==> config.mk <==
export PLATFORM = sky130hd
export DESIGN_NAME = indexed_stack_engine
export DESIGN_NICKNAME = d
export VERILOG_FILES = /design/src/rtl/ise_pkg.sv /design/src/rtl/indexed_stack_engine.sv /design/src/rtl/ise_plan.sv
export SDC_FILE = /design/constraint.sdc
export NUM_CORES = 2
export LEC_CHECK = 0
export BUFFER_PORTS_ARGS = -buffer_cell sky130_fd_sc_hd__buf_2
export CORE_MARGIN = 4
export CORE_UTILIZATION = 38
export DETAILED_ROUTE_END_ITERATION = 16
export HOLD_SLACK_MARGIN = 0.03
export SLEW_MARGIN = 20
export SYNTH_ARGS = -nofsm -noshare
export SYNTH_HDL_FRONTEND = slang
export SYNTH_SLANG_ARGS = --single-unit
==> constraint.sdc <==
create_clock -name aclk -period 15.1 [get_ports aclk]
set_clock_uncertainty 0.2 [all_clocks]
set_input_delay 3.02 -clock aclk [delete_from_list [all_inputs] [get_ports aclk]]
set_output_delay 3.02 -clock aclk [all_outputs]
set_load 0.02 [all_outputs]
==> src/rtl/ise_pkg.sv <==
`timescale 1ns / 1ps
// ----------------------------------------------------------------------------
// ise_pkg: shared definitions for the indexed stack engine
// Store geometry, request codes, status codes and the walk plan record that
// the request decoder hands to the sequencer.
// ----------------------------------------------------------------------------
package ise_pkg;

    localparam int DEPTH   = 64;
    localparam int ADDR_W  = 6;
    localparam int CNT_W   = 7;
    localparam int DATA_W  = 32;
    localparam int PADDR_W = 3;
    localparam int PDATA_W = 32;

    localparam logic [CNT_W-1:0] CAP_RESET = CNT_W'(DEPTH);

    // Register indexes (byte address 4*index)
    localparam logic REG_CAPACITY = 1'b0;

    // Request codes
    localparam logic [3:0] FN_PUSH         = 4'd0;
    localparam logic [3:0] FN_PUSH_BOTTOM  = 4'd1;
    localparam logic [3:0] FN_INSERT_AT    = 4'd2;
    localparam logic [3:0] FN_POP          = 4'd3;
    localparam logic [3:0] FN_REMOVE_BOTTOM = 4'd4;
    localparam logic [3:0] FN_REMOVE_AT    = 4'd5;
    localparam logic [3:0] FN_REMOVE_VALUE = 4'd6;
    localparam logic [3:0] FN_PEEK_TOP     = 4'd7;
    localparam logic [3:0] FN_PEEK_BOTTOM  = 4'd8;
    localparam logic [3:0] FN_PEEK_AT      = 4'd9;
    localparam logic [3:0] FN_FIND_FIRST   = 4'd10;
    localparam logic [3:0] FN_FIND_LAST    = 4'd11;

    // Status codes
    localparam logic [1:0] STAT_OK        = 2'd0;
    localparam logic [1:0] STAT_FULL      = 2'd1;
    localparam logic [1:0] STAT_EMPTY     = 2'd2;
    localparam logic [1:0] STAT_BAD_INDEX = 2'd3;

    // Kind of store walk a request needs
    typedef enum logic [2:0] {
        WK_NONE,
        WK_WRITE,
        WK_SHIFT_UP,
        WK_SHIFT_DOWN,
        WK_FILTER,
        WK_READ,
        WK_FIND_FIRST,
        WK_FIND_LAST
    } walk_t;

    typedef struct packed {
        logic [1:0]       status;
        walk_t            walk;
        logic [CNT_W-1:0] at;
        logic             pop;
        logic             find;
    } plan_t;

endpackage

==> src/rtl/indexed_stack_engine.sv <==
`timescale 1ns / 1ps
// ----------------------------------------------------------------------------
// indexed_stack_engine: bounded stack of signed words with indexed access
// Push, insert, pop, remove, filter, peek and search over a 64-entry store,
// one request at a time, one result per request.
// ----------------------------------------------------------------------------
// A request is decoded in the cycle it is taken; then a sequencer walks the
// entry store through its single read port and single write port, one entry
// per cycle, with the read data registered. A request that reads entries, at
// most DEPTH of them (shift for insert or remove, the filter pass of remove
// value, a search up to its hit, or the single read of pop and peek), issues
// one read per entry and commits any fill level change when the walk is over.
// Requests settled at decode (plain push, full, empty, bad index, unused
// codes) skip the walk; removing the top entry reads nothing. Every result
// is held in the sequencer until the output register is free, and the next
// request is taken only once the result has moved there. The input channel
// is ready whenever the sequencer is idle, even while an earlier result is
// still waiting in the output register. The capacity register is written
// through the APB port at byte address 0 and should only be changed while
// idle; values above the store depth act as the depth. The store has no
// reset; only entries below the fill level are ever read.
// ----------------------------------------------------------------------------
module indexed_stack_engine (
    input  logic                          aclk,
    input  logic                          aresetn,
    // request channel
    input  logic                          s_valid,
    output logic                          s_ready,
    input  logic [3:0]                    s_func,
    input  logic signed [31:0]            s_value,
    input  logic [5:0]                    s_index,
    // result channel
    output logic                          m_valid,
    input  logic                          m_ready,
    output logic [1:0]                    m_status,
    output logic signed [31:0]            m_data,
    output logic signed [6:0]             m_position,
    output logic                          m_found,
    output logic [6:0]                    m_removed_count,
    output logic [6:0]                    m_occupancy,
    // configuration port
    input  logic                          psel,
    input  logic                          penable,
    input  logic                          pwrite,
    input  logic [ise_pkg::PADDR_W-1:0]   paddr,
    input  logic [ise_pkg::PDATA_W-1:0]   pwdata,
    output logic [ise_pkg::PDATA_W-1:0]   prdata,
    output logic                          pready
);

    typedef enum logic [2:0] {
        S_IDLE = 3'b001,
        S_WALK = 3'b010,
        S_DONE = 3'b100
    } state_t;

    localparam int AW = ise_pkg::ADDR_W;
    localparam int CW = ise_pkg::CNT_W;
    localparam int DW = ise_pkg::DATA_W;

    // Sequencer state
    state_t                state_reg, state_next;
    ise_pkg::walk_t        walk_reg, walk_next;
    logic [DW-1:0]         val_reg, val_next;
    logic [AW-1:0]         at_reg, at_next;
    logic [AW-1:0]         rd_ptr_reg, rd_ptr_next;
    logic [CW-1:0]         left_reg, left_next;
    logic                  pend_reg, pend_next;
    logic [AW-1:0]         pend_addr_reg, pend_addr_next;
    logic [CW-1:0]         keep_reg, keep_next;
    logic                  hit_reg, hit_next;
    logic                  pop_reg, pop_next;
    logic [CW-1:0]         fill_reg, fill_next;
    logic [CW-1:0]         cap_reg;

    // Result being built
    logic [1:0]            res_status_reg, res_status_next;
    logic [DW-1:0]         res_data_reg, res_data_next;
    logic [CW-1:0]         res_pos_reg, res_pos_next;
    logic                  res_found_reg, res_found_next;
    logic [CW-1:0]         res_removed_reg, res_removed_next;

    // Output register
    logic                  m_valid_reg, m_valid_next;
    logic [1:0]            m_status_reg, m_status_next;
    logic [DW-1:0]         m_data_reg, m_data_next;
    logic [CW-1:0]         m_pos_reg, m_pos_next;
    logic                  m_found_reg, m_found_next;
    logic [CW-1:0]         m_removed_reg, m_removed_next;
    logic [CW-1:0]         m_occ_reg, m_occ_next;

    // Entry store
    logic [DW-1:0]         mem [0:ise_pkg::DEPTH-1];
    logic                  mem_we;
    logic [AW-1:0]         mem_waddr;
    logic [DW-1:0]         mem_wdata;
    logic [AW-1:0]         mem_raddr;
    logic [DW-1:0]         mem_rdata_reg;

    ise_pkg::plan_t        plan;
    logic                  accept;
    logic                  issue;
    logic                  hit_now;
    logic                  is_find;
    logic                  descending;
    logic                  cfg_write;

    ise_plan u_plan (
        .func  (s_func),
        .index (s_index),
        .fill  (fill_reg),
        .cap   (cap_reg),
        .plan  (plan)
    );

    assign s_ready = (state_reg == S_IDLE);
    assign accept  = s_valid && s_ready;

    // Configuration port: capacity is the only register
    assign pready    = 1'b1;
    assign cfg_write = psel && penable && pwrite && pready;
    assign prdata    = (paddr[2] == ise_pkg::REG_CAPACITY) ?
                       {{(ise_pkg::PDATA_W-CW){1'b0}}, cap_reg} : '0;

    assign is_find    = (walk_reg == ise_pkg::WK_FIND_FIRST) ||
                        (walk_reg == ise_pkg::WK_FIND_LAST);
    assign descending = (walk_reg == ise_pkg::WK_SHIFT_UP) ||
                        (walk_reg == ise_pkg::WK_FIND_LAST);
    assign hit_now    = pend_reg && is_find && !hit_reg && (mem_rdata_reg == val_reg);
    // Stop issuing reads once the walk is exhausted or a search has hit
    assign issue      = (state_reg == S_WALK) && (left_reg != '0) && !hit_reg && !hit_now;

    always_comb begin
        state_next       = state_reg;
        walk_next        = walk_reg;
        val_next         = val_reg;
        at_next          = at_reg;
        rd_ptr_next      = rd_ptr_reg;
        left_next        = left_reg;
        pend_next        = 1'b0;
        pend_addr_next   = pend_addr_reg;
        keep_next        = keep_reg;
        hit_next         = hit_reg;
        pop_next         = pop_reg;
        fill_next        = fill_reg;
        res_status_next  = res_status_reg;
        res_data_next    = res_data_reg;
        res_pos_next     = res_pos_reg;
        res_found_next   = res_found_reg;
        res_removed_next = res_removed_reg;
        m_valid_next     = m_valid_reg && !m_ready;
        m_status_next    = m_status_reg;
        m_data_next      = m_data_reg;
        m_pos_next       = m_pos_reg;
        m_found_next     = m_found_reg;
        m_removed_next   = m_removed_reg;
        m_occ_next       = m_occ_reg;
        mem_we           = 1'b0;
        mem_waddr        = '0;
        mem_wdata        = '0;
        mem_raddr        = rd_ptr_reg;

        case (state_reg)
            S_IDLE: begin
                if (accept) begin
                    // latch the request and set up the walk
                    walk_next        = plan.walk;
                    val_next         = s_value;
                    at_next          = plan.at[AW-1:0];
                    pop_next         = plan.pop;
                    hit_next         = 1'b0;
                    keep_next        = '0;
                    res_status_next  = plan.status;
                    res_data_next    = '0;
                    res_pos_next     = plan.find ? '1 : '0;
                    res_found_next   = 1'b0;
                    res_removed_next = '0;
                    state_next       = S_WALK;
                    case (plan.walk)
                        ise_pkg::WK_NONE: begin
                            state_next = S_DONE;
                        end
                        ise_pkg::WK_WRITE: begin
                            mem_we     = 1'b1;
                            mem_waddr  = plan.at[AW-1:0];
                            mem_wdata  = s_value;
                            fill_next  = fill_reg + CW'(1);
                            state_next = S_DONE;
                        end
                        ise_pkg::WK_SHIFT_UP: begin
                            rd_ptr_next = AW'(fill_reg - CW'(1));
                            left_next   = fill_reg - plan.at;
                        end
                        ise_pkg::WK_SHIFT_DOWN: begin
                            rd_ptr_next = AW'(plan.at + CW'(1));
                            left_next   = fill_reg - CW'(1) - plan.at;
                        end
                        ise_pkg::WK_FILTER, ise_pkg::WK_FIND_FIRST: begin
                            rd_ptr_next = '0;
                            left_next   = fill_reg;
                        end
                        ise_pkg::WK_FIND_LAST: begin
                            rd_ptr_next = AW'(fill_reg - CW'(1));
                            left_next   = fill_reg;
                        end
                        ise_pkg::WK_READ: begin
                            rd_ptr_next = plan.at[AW-1:0];
                            left_next   = CW'(1);
                        end
                        default: begin
                            state_next = S_DONE;
                        end
                    endcase
                end
            end

            S_WALK: begin
                // issue one read per cycle
                if (issue) begin
                    pend_next      = 1'b1;
                    pend_addr_next = rd_ptr_reg;
                    rd_ptr_next    = descending ? rd_ptr_reg - AW'(1) : rd_ptr_reg + AW'(1);
                    left_next      = left_reg - CW'(1);
                end
                // consume the read issued last cycle
                if (pend_reg) begin
                    case (walk_reg)
                        ise_pkg::WK_SHIFT_UP: begin
                            mem_we    = 1'b1;
                            mem_waddr = pend_addr_reg + AW'(1);
                            mem_wdata = mem_rdata_reg;
                        end
                        ise_pkg::WK_SHIFT_DOWN: begin
                            mem_we    = 1'b1;
                            mem_waddr = pend_addr_reg - AW'(1);
                            mem_wdata = mem_rdata_reg;
                        end
                        ise_pkg::WK_FILTER: begin
                            if (mem_rdata_reg != val_reg) begin
                                mem_we    = 1'b1;
                                mem_waddr = keep_reg[AW-1:0];
                                mem_wdata = mem_rdata_reg;
                                keep_next = keep_reg + CW'(1);
                            end
                        end
                        ise_pkg::WK_READ: begin
                            res_data_next = mem_rdata_reg;
                        end
                        ise_pkg::WK_FIND_FIRST, ise_pkg::WK_FIND_LAST: begin
                            if (hit_now) begin
                                hit_next       = 1'b1;
                                res_found_next = 1'b1;
                                res_pos_next   = {1'b0, pend_addr_reg};
                            end
                        end
                        default: begin
                            mem_we = 1'b0;
                        end
                    endcase
                end
                // walk over: commit the fill level change
                if (!issue && !pend_reg) begin
                    state_next = S_DONE;
                    case (walk_reg)
                        ise_pkg::WK_SHIFT_UP: begin
                            mem_we    = 1'b1;
                            mem_waddr = at_reg;
                            mem_wdata = val_reg;
                            fill_next = fill_reg + CW'(1);
                        end
                        ise_pkg::WK_SHIFT_DOWN: begin
                            fill_next = fill_reg - CW'(1);
                        end
                        ise_pkg::WK_FILTER: begin
                            res_removed_next = fill_reg - keep_reg;
                            fill_next        = keep_reg;
                        end
                        ise_pkg::WK_READ: begin
                            if (pop_reg) begin
                                fill_next = fill_reg - CW'(1);
                            end
                        end
                        default: begin
                            fill_next = fill_reg;
                        end
                    endcase
                end
            end

            S_DONE: begin
                // hold until the output register is free
                if (!m_valid_reg || m_ready) begin
                    m_valid_next   = 1'b1;
                    m_status_next  = res_status_reg;
                    m_data_next    = res_data_reg;
                    m_pos_next     = res_pos_reg;
                    m_found_next   = res_found_reg;
                    m_removed_next = res_removed_reg;
                    m_occ_next     = fill_reg;
                    state_next     = S_IDLE;
                end
            end

            default: begin
                state_next = S_IDLE;
            end
        endcase
    end

    always_ff @(posedge aclk) begin
        if (!aresetn) begin
            state_reg   <= S_IDLE;
            fill_reg    <= '0;
            cap_reg     <= ise_pkg::CAP_RESET;
            pend_reg    <= 1'b0;
            hit_reg     <= 1'b0;
            m_valid_reg <= 1'b0;
        end else begin
            state_reg   <= state_next;
            fill_reg    <= fill_next;
            pend_reg    <= pend_next;
            hit_reg     <= hit_next;
            m_valid_reg <= m_valid_next;
            if (cfg_write && (paddr[2] == ise_pkg::REG_CAPACITY)) begin
                cap_reg <= pwdata[CW-1:0];
            end
        end
    end

    always_ff @(posedge aclk) begin
        walk_reg        <= walk_next;
        val_reg         <= val_next;
        at_reg          <= at_next;
        rd_ptr_reg      <= rd_ptr_next;
        left_reg        <= left_next;
        pend_addr_reg   <= pend_addr_next;
        keep_reg        <= keep_next;
        pop_reg         <= pop_next;
        res_status_reg  <= res_status_next;
        res_data_reg    <= res_data_next;
        res_pos_reg     <= res_pos_next;
        res_found_reg   <= res_found_next;
        res_removed_reg <= res_removed_next;
        m_status_reg    <= m_status_next;
        m_data_reg      <= m_data_next;
        m_pos_reg       <= m_pos_next;
        m_found_reg     <= m_found_next;
        m_removed_reg   <= m_removed_next;
        m_occ_reg       <= m_occ_next;
    end

    // Entry store: one write port, one registered read port
    always_ff @(posedge aclk) begin
        if (mem_we) begin
            mem[mem_waddr] <= mem_wdata;
        end
        mem_rdata_reg <= mem[mem_raddr];
    end

    assign m_valid         = m_valid_reg;
    assign m_status        = m_status_reg;
    assign m_data          = $signed(m_data_reg);
    assign m_position      = $signed(m_pos_reg);
    assign m_found         = m_found_reg;
    assign m_removed_count = m_removed_reg;
    assign m_occupancy     = m_occ_reg;

    // Fill level never exceeds the store depth
    a_fill_bound: assert property (@(posedge aclk) disable iff (!aresetn)
        fill_reg <= CW'(ise_pkg::DEPTH))
        else $error("fill level above store depth");

    // A read is only in flight while walking
    a_pend_walk: assert property (@(posedge aclk) disable iff (!aresetn)
        pend_reg |-> (state_reg == S_WALK))
        else $error("store read pending outside a walk");

    // Fill level moves only on an accepted request or at the end of a walk
    a_fill_quiet: assert property (@(posedge aclk) disable iff (!aresetn)
        ((state_reg != S_WALK) && !accept) |=> $stable(fill_reg))
        else $error("fill level changed while quiet");

    // A push refused as full leaves the fill level alone
    a_full_push: assert property (@(posedge aclk) disable iff (!aresetn)
        (accept && (plan.status == ise_pkg::STAT_FULL)) |=>
            (fill_reg == $past(fill_reg)))
        else $error("refused push changed the fill level");

endmodule

==> src/rtl/ise_plan.sv <==
`timescale 1ns / 1ps
// ----------------------------------------------------------------------------
// ise_plan: request decoder
// Checks a request against the fill level and capacity, picks its status and
// the store walk that carries it out.
// ----------------------------------------------------------------------------
module ise_plan (
    input  logic [3:0]                 func,
    input  logic [ise_pkg::ADDR_W-1:0] index,
    input  logic [ise_pkg::CNT_W-1:0]  fill,
    input  logic [ise_pkg::CNT_W-1:0]  cap,
    output ise_pkg::plan_t             plan
);

    logic [ise_pkg::CNT_W-1:0] eff_cap;
    logic [ise_pkg::CNT_W-1:0] idx_ext;
    logic [ise_pkg::CNT_W-1:0] top_pos;
    logic                      full;
    logic                      empty;

    assign eff_cap = (cap > ise_pkg::CNT_W'(ise_pkg::DEPTH)) ?
                     ise_pkg::CNT_W'(ise_pkg::DEPTH) : cap;
    assign idx_ext = {1'b0, index};
    assign top_pos = fill - ise_pkg::CNT_W'(1);
    assign full    = fill >= eff_cap;
    assign empty   = fill == '0;

    always_comb begin
        plan        = '0;
        plan.status = ise_pkg::STAT_OK;
        plan.walk   = ise_pkg::WK_NONE;
        case (func)
            ise_pkg::FN_PUSH, ise_pkg::FN_PUSH_BOTTOM, ise_pkg::FN_INSERT_AT: begin
                if (func == ise_pkg::FN_PUSH) begin
                    plan.at = fill;
                end else if (func == ise_pkg::FN_PUSH_BOTTOM) begin
                    plan.at = '0;
                end else begin
                    plan.at = idx_ext;
                end
                if (full) begin
                    plan.status = ise_pkg::STAT_FULL;
                end else if (plan.at > fill) begin
                    plan.status = ise_pkg::STAT_BAD_INDEX;
                end else if (plan.at == fill) begin
                    plan.walk = ise_pkg::WK_WRITE;
                end else begin
                    plan.walk = ise_pkg::WK_SHIFT_UP;
                end
            end
            ise_pkg::FN_POP: begin
                plan.at = top_pos;
                if (empty) begin
                    plan.status = ise_pkg::STAT_EMPTY;
                end else begin
                    plan.walk = ise_pkg::WK_READ;
                    plan.pop  = 1'b1;
                end
            end
            ise_pkg::FN_REMOVE_BOTTOM, ise_pkg::FN_REMOVE_AT: begin
                plan.at = (func == ise_pkg::FN_REMOVE_BOTTOM) ? '0 : idx_ext;
                if (empty) begin
                    plan.status = ise_pkg::STAT_EMPTY;
                end else if (plan.at >= fill) begin
                    plan.status = ise_pkg::STAT_BAD_INDEX;
                end else begin
                    plan.walk = ise_pkg::WK_SHIFT_DOWN;
                end
            end
            ise_pkg::FN_REMOVE_VALUE: begin
                if (!empty) begin
                    plan.walk = ise_pkg::WK_FILTER;
                end
            end
            ise_pkg::FN_PEEK_TOP, ise_pkg::FN_PEEK_BOTTOM, ise_pkg::FN_PEEK_AT: begin
                if (func == ise_pkg::FN_PEEK_TOP) begin
                    plan.at = top_pos;
                end else if (func == ise_pkg::FN_PEEK_BOTTOM) begin
                    plan.at = '0;
                end else begin
                    plan.at = idx_ext;
                end
                if (empty) begin
                    plan.status = ise_pkg::STAT_EMPTY;
                end else if (plan.at >= fill) begin
                    plan.status = ise_pkg::STAT_BAD_INDEX;
                end else begin
                    plan.walk = ise_pkg::WK_READ;
                end
            end
            ise_pkg::FN_FIND_FIRST, ise_pkg::FN_FIND_LAST: begin
                plan.find = 1'b1;
                if (!empty) begin
                    plan.walk = (func == ise_pkg::FN_FIND_FIRST) ?
                                ise_pkg::WK_FIND_FIRST : ise_pkg::WK_FIND_LAST;
                end
            end
            default: begin
                plan.walk = ise_pkg::WK_NONE;
            end
        endcase
    end

endmodule
# Yosys cells after proc, flatten, opt, wreduce, memory -nomap -nowiden
# Memories as Yosys holds them, arrays and structs flattened. A register that Yosys moved wholly into a read port is not among the register bits.
# Cells that the tools add are included.
[classes] reduce_logical=48 n_addsub=12 mux=104 bitwise_logic=1 n_eq_ne=45 n_lt_le_gt_ge=5
[ops] op="two-way mux 32 bit" n=9
[ops] op="one-hot mux 32 bit (2 select lines)" n=3
[ops] op="two-way mux 7 bit" n=23
[ops] op="one-hot mux 7 bit (4 select lines)" n=3
[ops] op="two-way mux 6 bit" n=12
[ops] op="one-hot mux 7 bit (2 select lines)" n=5
[ops] op="two-way mux 3 bit" n=11
[ops] op="equality test 32 bit" n=1
[ops] op="inequality test 32 bit" n=1
[ops] op="equality test 3 bit (second input constant)" n=9
[ops] op="one-hot mux 6 bit (2 select lines)" n=2
[ops] op="one-hot mux 6 bit (4 select lines)" n=1
[ops] op="greater-or-equal comparator 7 bit" n=3
[ops] op="subtractor 7 bit" n=3
[ops] op="two-way mux 2 bit" n=10
[ops] op="adder 6 x 1 -> 6 bit (second input constant)" n=3
[ops] op="two-way mux 1 bit" n=18
[ops] op="one-hot mux 3 bit (6 select lines)" n=1
[ops] op="one-hot mux 6 bit (3 select lines)" n=1
[ops] op="equality test 4 x 3 -> 1 bit (second input constant)" n=4
[ops] op="equality test 4 bit (second input constant)" n=4
[ops] op="AND reduction 4 bit" n=4
[ops] op="equality test 3 x 2 -> 1 bit (second input constant)" n=5
[ops] op="inequality test 5 x 2 -> 1 bit (second input constant)" n=3
[ops] op="other kinds (30)" n=76
[word_totals] mem_count=1 wordCells=241 mem_bits_rw=2048 regBits=193 in_bits=84
[memory_table] memory="mem" depth=64 word_bits=32 read_ports=1 rd_clocked_by_memory_dff=1 wr=1 line="indexed_stack_engine.sv:93" source="logic [DW-1:0] mem [0:ise_pkg::DEPTH-1];"

# Longest topological paths before layout
[depth] depth_word=15 ltp_mapped=23 depth_no_buf=21

# Cells and area by module
# A second synthesis with hierarchy kept.
[hier_totals] hier_cells=4037 area_unflattened_um2=89717.3
[by_module_without_submodules] module="indexed_stack_engine" instances=1 cells_per_inst=3813 seq_area_each_um2=67735.0 area_per_inst_um2=88179.6
[by_module_without_submodules] module="ise_plan" instances=1 cells_per_inst=224 seq_area_each_um2=0.0 area_per_inst_um2=1537.7

# Least setup slack after synthesis
# Ideal clock, no wire load.
[synth_timing] kind="input to register" startpoint="in s_func[2]" endpoint="mem mem[52][0] (netlist name), enable pin" setup_ns=0.421 arrival_time_ns=7.229 cell_stages=16 required_ns=14.479 slack_ns=7.250 path_cell_list="buf_2 -> buf_2 -> nor2_1 -> nand2_1 -> clkbuf_1 -> nand2_1 -> o31ai_1 -> ha_1 -> and3_1 -> nand3_1 -> nor4_2 -> buf_2 -> a221oi_1 -> or3_1 -> buf_2 -> nor2_1"
[synth_via] elab_chain_len=15
[synth_rtl] element="start: declaration" line="indexed_stack_engine.sv:29" source="input logic [3:0] s_func,"
[synth_rtl] element="parallel branches: the longest is 15 deep, another holds greater-or-equal comparator 7 bit"
[synth_rtl] element="end: declaration" line="indexed_stack_engine.sv:93"
# Parallel ways; which one is timed is not known. The select of a mux whose other input is x is not followed.

# Final worst setup path
[layout_timing] startpoint="in s_func[2]" endpoint="mem mem[14][12] (netlist name), enable pin"
# The elaborated chain is that of the path after synthesis.

==> summary.md <==
| Metric | Value |
|---|---|
| Starting Density | 0.3833 |
| Largest net degree at the start of global routing | 117 |
| Leakage | 27.84 nW |
| Switching Fraction | 0.2114 |
| DRT Wirelength | 219,100 um |
| Max FFs per register | 2,048 |
| CTS tree | done |
| Worst Hold End | m_data[28] |
| Ys async rst share | 0 |
| PnR Total Power | 12.87 mW |
| Pwr dens | 126.2 nW/um2 |
| P_sw | 2.722 mW |
| CTS max path bufs | 3 |
| Die Span X | 493.5 um |
| Vias | 43,220 |
| Pint | 10.15 mW |
| Number of synthesized flops with an enable pin | 2,221 |
| Die Ht | 493.5 um |
| Setup bufs post-CTS | 0 |
| CTS Root Cell | clkbuf_16 |
| Worst-Margin Slew | 1.147 ns |
| Status | finished clean |
| DP HPWL | 121,500 um |
| Syn. warnings | 0 |
| Minimum clock period after layout | 8.001 ns |
| Worst R2R End | mem[14][12] |
| Worst Hold Depth | 0 |
| Avg Cell Area, Syn | 21.98 um2 |
| Combinational share of power | 0.043 |
| Hold Violations, Final | 0 |
| Number of library cell types mapped by synthesis | 83 |
| Slew Viols, Final | 0 |
| I/O pin count | 175 |
| Max rail drop VDD | 0.09698 mV |
| CTS buffer count | 221 |
| Hold buffer count at cts | 0 |
| Fin crit share | 0.5299 |
| R2r startpoint | fill_reg[0] |
| P&R area growth vs syn | 13.90% |
| Die Footprint | 243,500 um2 |
| Synthesized area | 89,550 um2 |
| Setup crit start kind | input port |
| Overflow left after global routing | 0 |
| Clock sink total | 2,273 |
| Vias per cell | 5.638 |
| Critical setup path kind | in2reg |
| Flop-to-flop setup slack | 8.61 ns |
| IO buf count | 121 |
| CORE AREA | 233,600 um2 |
| Syn Inst Count | 4,074 |
| Fmax | 125.0 MHz |
| Detail Route Antenna Nets | 0 |
| Most used flip-flop cell after synthesis | edfxtp_1 |
| Wire length per cell | 28.58 um |
| Worst Reg-to-Reg Cells | 11 |
| Relative slew margins | 0.2330 |
| 1st-pass router iterations | 5 |
| Remaining DRCs | 0 |
| CP arrival | 8.28 ns |
| Most flop-heavy register | mem |
| Number of DRC markers in iteration 0 | 5,045 |
| RD Place Congestion | 0.8264 |
| CP Max Fanout | 41 |
| CTS H-tree lvls | 4 |
| HP Class | reg2reg |
| Initial antenna violation count | 21 |
| NumNets Final | 4,478 |
| GRT Total Usage | 0.1783 |
| Clock latency on the worst-skew pair | 0.85 ns |
| Vias in the first global route | 42,670 |
| RSZ-0062 raised after global routing | no |
| Post-synthesis sequential area ratio | 0.7564 |
| First-pass GRT wire length | 314,700 um |
| Setup TNS | 0 ns |
| Worst endpoint required time | 15.38 ns |
| Layout cells sized above 1 | 0.2983 |
| Worst hold start | res_data_reg[28] |
| Final setup viols | 0 |
| Fill cell count | 19,690 |
| CTS resizes | 0 |
| #FFs+latches synth | 2,273 |
| Worst Setup End Kind | register |
| Clock group share of total power | 0.420 |
| MaxCap Viol Count | 0 |
| Reg clk slew, reported paths | 0.06 ns |
| Rows | 177 |
| Sequential power share | 0.537 |
through the flow:
stage	hold slack, ns	area (um2)	util	setup WS [ns]	instances
finish	0.2132	102000	0.4366	7.099	7665
global route	0.2101	102000	0.4365	6.935	7661
CTS	0.2010	101900	0.4361	7.192	7660
detailed placement	0.2045	94730	0.4055	6.288	7246
global placement	0.2054	94730	0.4054	6.200	7246
floorplan	0.2003	89640	-	7.250	4098
cell usage after synthesis (7+ instances only):
library cell  number  area (um2)
a21oi_1           52       260.3
nor2_2            17       106.4
mux4_2           665       14980
and3_1            46       287.8
mux2i_1           19       190.2
inv_2              8       30.03
and2_1             7       43.79
nand2_1          132       495.5
a211oi_1           8       60.06
o21ai_1            9       45.04
dfxtp_1           52        1041
buf_1             48       180.2
a21o_1            20       150.1
nor2_1           111       416.7
a22oi_1           34       255.2
clkbuf_1         129       484.2
inv_1             33       123.9
nor2b_1           27       168.9
o31ai_1            9       67.56
mux2_2             7       78.83
buf_4             28       210.2
xnor2_1           69       604.3
nand2b_1          11       68.82
o21ai_0           42       210.2
xor2_1             8       70.07
a221oi_1           9       78.83
nand4_1           11       68.82
edfxtp_1        2221       66690
a31oi_1           12       75.07
nand3_1           24       120.1
nor3_1            16       80.08
or3_1              8       50.05
buf_2             30       150.1
ha_1              52       650.6
routing by layer:
metal  global-route usage  part of all wire
met5                    0           0.00016
met4              0.04024             0.019
met3              0.02814             0.072
met2               0.2861              0.48
met1               0.2584              0.43
cell families after synthesis:
| family | synth area share |
|---|---|
| AOI/OAI and AO/OA | 0.01937 |
| xor gates and xnor gates | 0.007531 |
| adders and majority gates | 0.008159 |
| buffers and inverters | 0.01345 |
| DFF | 0.7564 |
| muxes | 0.1702 |
| other | 0.00008386 |
| and+or+nand+nor | 0.02479 |
critical path: stages:
cell,delay (ns)
buf_2,0.26
nor2_1,0.33
nand2_1,0.31
nand2_1,0.16
o31ai_1,0.08
ha_1,0.32
and3_1,0.19
nand3_1,0.16
nor4_4,0.30
buf_4,0.51
a221o_1,0.40
o22a_1,0.19
nand3_1,0.77
nor2_4,0.67
buf_4,0.53
placed cells by master (no fill, tap or decap), types with 8 or more instances in the layout:
master | synthesis | final
edfxtp_1 | 2221 | 2221
mux4_2 | 665 | 665
clkbuf_16 | 0 | 222
buf_4 | 28 | 128
buf_2 | 30 | 121
nand2_1 | 132 | 106
xnor2_1 | 69 | 69
nor2_4 | 0 | 64
nor2_1 | 111 | 63
clkbuf_1 | 129 | 60
ha_1 | 52 | 52
dfxtp_1 | 52 | 52
a21oi_1 | 52 | 51
clkinv_1 | 1 | 51
and3_1 | 46 | 46
o21ai_0 | 42 | 41
clkinv_2 | 0 | 36
a22oi_1 | 34 | 34
inv_1 | 33 | 32
nor2b_1 | 27 | 26
conb_1 | 2 | 26
nand3_1 | 24 | 24
a21o_1 | 20 | 20
mux2i_1 | 19 | 19
bufinv_16 | 0 | 17
nor3_1 | 16 | 16
nand2_2 | 1 | 15
a31oi_1 | 12 | 12
nand2_4 | 0 | 12
nand2b_1 | 11 | 11
nand4_1 | 11 | 11
o21ai_1 | 9 | 10
inv_2 | 8 | 9
a221oi_1 | 9 | 9
or3_1 | 8 | 8
xor2_1 | 8 | 8
o31ai_1 | 9 | 8
clkinv_16 | 0 | 8
power by group through the flow:
stage               Combinational (mW)  Sequential, mW  Clock [mW]
floorplan                        0.397            7.03           0
global placement                 0.563            7.04           0
detailed placement               0.566            7.04           0
CTS                              0.567            6.91        5.52
global route                     0.600            6.91        5.80
finish                           0.557            6.91        5.41
how the worst max path moves through the flow:
stage | cells after the start | endpoint | slack [ns] | from
2_1_floorplan | 16 | mem[52][0] | 7.25 | s_func[2]
3_3_place_gp | 13 | mem[12][24] | 6.20 | s_func[2]
3_5_place_dp | 15 | mem[14][24] | 6.29 | s_func[2]
4_1_cts | 15 | mem[14][11] | 7.19 | s_func[2]
5_1_grt | 15 | mem[14][12] | 6.94 | s_func[2]
6_report | 15 | mem[14][12] | 7.10 | s_func[2]
area by class of cell:
| type | instances | area (um2) | area share |
|---|---|---|---|
| Inverter | 42 | 157.7 | 0.001546 |
| Timing Repair Buffer | 254 | 1674 | 0.01641 |
| Multi-Input combinational cell | 1546 | 21330 | 0.2091 |
| Clock buffer | 289 | 5877 | 0.05762 |
| Tap cell | 3132 | 3919 | 0.03842 |
| Clock inverter | 125 | 1294 | 0.01268 |
| Antenna cell | 4 | 10.01 | 0.00009813 |
| Sequential cell | 2273 | 67740 | 0.6641 |
(Power assumes the default switching activity.)
